`config.mk`:
```
export PLATFORM = sky130hd
export DESIGN_NAME = lsb_ctrl
export DESIGN_NICKNAME = d
export VERILOG_FILES = /design/src/sv/lsb_pkg.sv /design/src/sv/lsb_ctrl.sv
export SDC_FILE = /design/constraint.sdc
export NUM_CORES = 1
export LEC_CHECK = 0
export BUFFER_PORTS_ARGS = -buffer_cell sky130_fd_sc_hd__buf_2
export CAP_MARGIN = 10
export CORE_AREA = 2 2 39 41
export CTS_BUF_LIST = sky130_fd_sc_hd__clkbuf_4
export DETAILED_ROUTE_END_ITERATION = 12
export DIE_AREA = 0 0 41 43
export GPL_TIMING_DRIVEN = 1
export PLACE_DENSITY = 0.69
export SETUP_SLACK_MARGIN = 0.4
export SYNTH_ARGS = -nofsm -noshare
export SYNTH_HDL_FRONTEND = slang
export SYNTH_SLANG_ARGS = --single-unit
```
`constraint.sdc`:
```
create_clock -name clk -period 2.83 [get_ports clk]
set_clock_uncertainty 0.05 [all_clocks]
set_input_delay 0.1415 -clock clk [delete_from_list [all_inputs] [get_ports clk]]
set_output_delay 0.1415 -clock clk [all_outputs]
set_load 0.01 [all_outputs]
```
`src/sv/lsb_pkg.sv`:
```
// Package for the lane steering blend unit: types, constants and the CORDIC angle table.
package lsb_pkg;

  localparam int unsigned CordicStepsDef = 16;
  localparam int unsigned TableLen = 24;

  localparam logic [1:0] RegFilterWeight = 2'd0;
  localparam logic [1:0] RegWheelBase    = 2'd1;
  localparam logic [1:0] RegLookahead    = 2'd2;
  localparam logic [1:0] RegOffsetGain   = 2'd3;

  // Pi in Q2.30 split as 46080 * PiQ30Hi + PiQ30Lo, so that the degree to radian
  // step needs only a small remainder division by 46080.
  localparam logic [16:0] PiQ30Hi = 17'd73204;
  localparam logic [14:0] PiQ30Lo = 15'd19106;
  // ceil(2^25 / 45) and ceil(2^26 / 5); both are exact over the operand ranges used.
  localparam logic [19:0] Recip45 = 20'd745655;
  localparam logic [23:0] Recip5  = 24'd13421773;

  localparam logic signed [31:0] InvGainQ30 = 32'sd652032874;

  typedef struct packed {
    logic [16:0] filter_weight;
    logic [13:0] wbase_mm;
    logic [15:0] lookahead_mm;
    logic [15:0] offset_gain;
  } cfg_t;

  // Commands from the controller to the datapath.
  typedef struct packed {
    logic load;      // capture the input beat and run the filter
    logic prep;      // form the angle and the starting vector
    logic rot_step;  // one rotation-mode iteration
    logic vec_init;  // start vectoring mode
    logic vec_step;  // one vectoring-mode iteration
    logic fin1;      // round the pursuit angle and form the blend numerator
    logic fin2;      // divide the blend numerator
    logic put;       // move the result into the output register
    logic [4:0] iter;
  } lsb_cmd_t;

  function automatic logic signed [31:0] atan_q30(input logic [4:0] i);
    logic signed [31:0] r;
    begin
      unique case (i)
        5'd0: r = 32'sd843314857;
        5'd1: r = 32'sd497837829;
        5'd2: r = 32'sd263043837;
        5'd3: r = 32'sd133525159;
        5'd4: r = 32'sd67021687;
        5'd5: r = 32'sd33543516;
        5'd6: r = 32'sd16775851;
        5'd7: r = 32'sd8388437;
        5'd8: r = 32'sd4194283;
        5'd9: r = 32'sd2097149;
        5'd10: r = 32'sd1048576;
        5'd11: r = 32'sd524288;
        5'd12: r = 32'sd262144;
        5'd13: r = 32'sd131072;
        5'd14: r = 32'sd65536;
        5'd15: r = 32'sd32768;
        5'd16: r = 32'sd16384;
        5'd17: r = 32'sd8192;
        5'd18: r = 32'sd4096;
        5'd19: r = 32'sd2048;
        5'd20: r = 32'sd1024;
        5'd21: r = 32'sd512;
        5'd22: r = 32'sd256;
        5'd23: r = 32'sd128;
        default: r = 32'sd0;
      endcase
      return r;
    end
  endfunction

endpackage

```
`src/sv/lsb_ctrl.sv`:
```
// Controller state machine that sequences one beat through the datapath.
module lsb_ctrl #(
  parameter int unsigned CORDIC_STEPS = lsb_pkg::CordicStepsDef
) (
  input  logic              clk,
  input  logic              rst_n,
  input  logic              in_valid,
  output logic              in_ready,
  input  logic              out_busy,
  output logic              out_load,
  output lsb_pkg::lsb_cmd_t cmd
);
  import lsb_pkg::*;

  localparam int unsigned Steps = (CORDIC_STEPS > TableLen) ? TableLen : CORDIC_STEPS;
  localparam logic [4:0] LastIter = 5'(Steps - 1);

  typedef enum logic [2:0] {
    S_IDLE, S_PREP, S_ROT, S_VINIT, S_VEC, S_FIN1, S_FIN2, S_PUT
  } state_t;

  state_t     state_r;
  logic [4:0] iter_r;

  assign in_ready = (state_r == S_IDLE);

  always_comb begin
    cmd = '0;
    cmd.iter = iter_r;
    out_load = 1'b0;
    unique case (state_r)
      S_IDLE:  cmd.load = in_valid;
      S_PREP:  cmd.prep = 1'b1;
      S_ROT:   cmd.rot_step = 1'b1;
      S_VINIT: cmd.vec_init = 1'b1;
      S_VEC:   cmd.vec_step = 1'b1;
      S_FIN1:  cmd.fin1 = 1'b1;
      S_FIN2:  cmd.fin2 = 1'b1;
      S_PUT: begin
        out_load = !out_busy;
        cmd.put  = !out_busy;
      end
      default: ;
    endcase
  end

  always_ff @(posedge clk) begin
    if (!rst_n) begin
      state_r <= S_IDLE;
      iter_r  <= '0;
    end else begin
      unique case (state_r)
        S_IDLE: if (in_valid) state_r <= S_PREP;
        S_PREP: begin
          iter_r  <= '0;
          state_r <= S_ROT;
        end
        S_ROT: begin
          iter_r <= iter_r + 5'd1;
          if (iter_r == LastIter) state_r <= S_VINIT;
        end
        S_VINIT: begin
          iter_r  <= '0;
          state_r <= S_VEC;
        end
        S_VEC: begin
          iter_r <= iter_r + 5'd1;
          if (iter_r == LastIter) state_r <= S_FIN1;
        end
        S_FIN1: state_r <= S_FIN2;
        S_FIN2: state_r <= S_PUT;
        S_PUT:  if (!out_busy) state_r <= S_IDLE;
        default: state_r <= S_IDLE;
      endcase
    end
  end
endmodule

```
==> impl_metrics.env <==
export IMPL_worst_slew_pin_slew_ps=673
export IMPL_dp_hpwl_um=910
export IMPL_initialDrtViolationCount=13
export IMPL_instances_no_fill=104
export IMPL_power_density_nw_per_um2=402
export IMPL_grt_remaining_overflow=0
export IMPL_cap_viol_max_count=0
export IMPL_initial_utilization=0.446
export IMPL_synth_edff_count=0
export IMPL_num_vias=579
export IMPL_yosys_most_used_dff="dfxtp_1"
export IMPL_largest_net_degree_at_the_start_of_global_routing=22
export IMPL_cts_htree_levels=1
export IMPL_syn_nets=81
export IMPL_cts_root_buf="clkbuf_4"
export IMPL_synth_area_leaders="dfxtp_1, buf_6, and3_1"
export IMPL_cp_num_cells=3
export IMPL_final_layout_size_suffix_gt1_frac=0.261
export IMPL_path_class="flip-flop to output pin"
export IMPL_report_final_hold_viol_count=0
export IMPL_layout_cells_most_common_list="buf_2, dfxtp_1"
export IMPL_startpoint_type_of_the_worst_setup_path="flip-flop"
export IMPL_viasPerCell=5.57
export IMPL_status="complete, no violations"
export IMPL_routed_wirelength_um=1330
export IMPL_ant_nets=0
export IMPL_cts_sinks=8
export IMPL_rr_worst_depth=5
export IMPL_clock_tree_buffer_depth=2
export IMPL_first_global_vias=492
export IMPL_design_core_area_um2=1380
export IMPL_cts_tree="yes"
export IMPL_nets=96
export IMPL_worst_endpoint_required_ps=2640
export IMPL_place_worst_setup_slack_ps=1020
export IMPL_layout_setup_ws_ps=983
export IMPL_ctsResizeCount=0
export IMPL_min_period_over_period=0.653
export IMPL_total_power_uw=277
export IMPL_maximum_fanout_encountered_on_the_critical_timing_path=20
export IMPL_final_util=0.498
export IMPL_synthesized_area_um2=617
export IMPL_antennaDiodeCount=0
export IMPL_synth_top_area_frac=0.260
export IMPL_gp_congestion=0.748
export IMPL_worst_slew_margin_rel=0.551
export IMPL_synth_compound_area_frac=0.207
export IMPL_rsz0062_at_grt="false"
export IMPL_clock_latency_ps=250
export IMPL_hold_class="input pin to flip-flop"
export IMPL_hold_buffers=0
export IMPL_syn2layout_area_growth_pct=11.8
export IMPL_synthSimpleGateAreaFrac=0.302
export IMPL_timing_critical_path_buf_inv=1
export IMPL_route_detailed_wl_per_inst_um=12.7
export IMPL_dp_cells=101
export IMPL_critical_path_top_delay_family="flip-flops"
export IMPL_clk_pin_slew_worst_paths_ps=60
export IMPL_synthesized_area_fraction_occupied_by_xor_and_xnor_cells=0.0284
export IMPL_ys_seq_elements=8
export IMPL_track_usage=0.181
export IMPL_synth_area_per_cell_um2=8.22
export IMPL_n_fill_cell=151
export IMPL_grt_antenna_before_repair=0
export IMPL_kind_of_end_point_of_the_critical_path="output pin"
export IMPL_critical_path_max_stage_delay_ps=750
export IMPL_post_synth_num_cell_types=34
export IMPL_setup_tns_final_ps=0
export IMPL_period_needed_ps=1850
export IMPL_port_buffers=18
export IMPL_yosysWarnings=0
export IMPL_synth_top_family_by_area="simple AND/OR/NAND/NOR gates"
export IMPL_portion_of_the_post_synthesis_area_used_by_sequential_elements=0.260
export IMPL_std_cell_rows=14
export IMPL_clock_fmax_ghz=0.541
export IMPL_drc=0
export IMPL_floorplan_die_area_um2=1760
export IMPL_crit_chain="nand2_1, nor3b_1, buf_2"
export IMPL_final_report_max_slew_violation_count=0
export IMPL_post_synth_top_area_cell="dfxtp_1"
export IMPL_syn_inst=75
export IMPL_ios=19
export IMPL_chip_height_um=43
export IMPL_synthAdderAreaFrac=0.0406
export IMPL_critical_path_slowest_cell="dfxtp_1"
export IMPL_mostFrequentLayoutCell="buf_2"
export IMPL_synth_async_reset_ratio=0
export IMPL_irDropWorstVdd_uv=238
export IMPL_wire_length_of_the_first_global_routing_pass_um=2160
export IMPL_cts_buffers_inserted=3
export IMPL_worst_hold_path_depth=3
export IMPL_setup_violations_final=0
export IMPL_muxShareOfSynthArea=0.0345
export IMPL_worst_endpoint_arrival_ps=1660
export IMPL_cellLeakagePower_uw=0.000327
export IMPL_chipWidth_um=41
export IMPL_drtPass1Iterations=4
export IMPL_post_cts_setup_buffer_count=0
==> cells by family (layout without fill, tap and decap cells) <==
family	after synthesis	after routing
compound gates	17	17
xor+xnor	2	2
fa+ha+maj	2	2
buf+inv	13	26
flops	8	8
mux	2	2
simple gates	31	31
==> layer usage <==
| metal | GRT usage | share of wire | vias to the layer above |
|---|---|---|---|
| met2 | 0.247 | 0.46 | 12 |
| met4 | 0.100 | 0.0075 | 0 |
| met1 | 0.260 | 0.49 | 268 |
| met3 | 0.0314 | 0.038 | 2 |
| li1 | - | - | 297 |
| met5 | 0 | 0 | - |
==> path summary, 6_finish.rpt <==
| kind | start | endpoint | slack [ps] |
|---|---|---|---|
| worst max-delay path | state_r[1]$_SDFFE_PN0P_ | out_load | 980 |
| worst min-delay path | out_busy | state_r[1]$_SDFFE_PN0P_ | 160 |
| worst max register to register | iter_r[0]$_SDFFE_PN0P_ | iter_r[4]$_SDFFE_PN0P_ | 1010 |
| worst min register to register | iter_r[3]$_SDFFE_PN0P_ | iter_r[3]$_SDFFE_PN0P_ | 550 |
==> report_power, final <==
part / internal, uW / switching (uW) / total (uW)
registers: 118 / 16.1 / 134
clock network: 48.6 / 40.3 / 88.9
logic: 26.9 / 26.7 / 53.6
total: 194 / 83.1 / 277
==> worst min-delay path, delay by kind of cell <==
family	cells	cell delay, ps
buf+inv	1	100
compound gates	1	90
simple gates	1	80
==> through the flow <==
stage / instance area, um^2 / hold slack (ps)
after floorplan: 617 / 267
after global placement: 667 / 404
after detailed placement: 667 / 427
after CTS: 689 / 156
after global routing: 689 / 157
final: 689 / 155
==> Yosys cell counts (all sizes together), types with 2 or more instances <==
cell type,number
ha,2
nand2,5
nand3b,2
a21oi,2
o21ai,4
nor3,2
nor3b,4
nand2b,2
a32o,2
buf,8
inv,5
and3,5
or3b,2
o21a,2
dfxtp,8
nor2,5
a31oi,2
==> layout make-up <==
type	instances	area (um^2)	share of cell area
Clock buffer	3	22.5	0.0327
Inverter	5	18.8	0.0272
Multi-Input combinational cell	54	378	0.548
Sequential cell	8	160	0.232
Tap cell	16	20.0	0.0290
Timing Repair Buffer	18	90.1	0.131
==> state kept, by name (all words and copies together) (netlist names) <==
register / flops
iter_r: 5
state_r: 3
No activity file was read; power rests on OpenSTA's default activity.
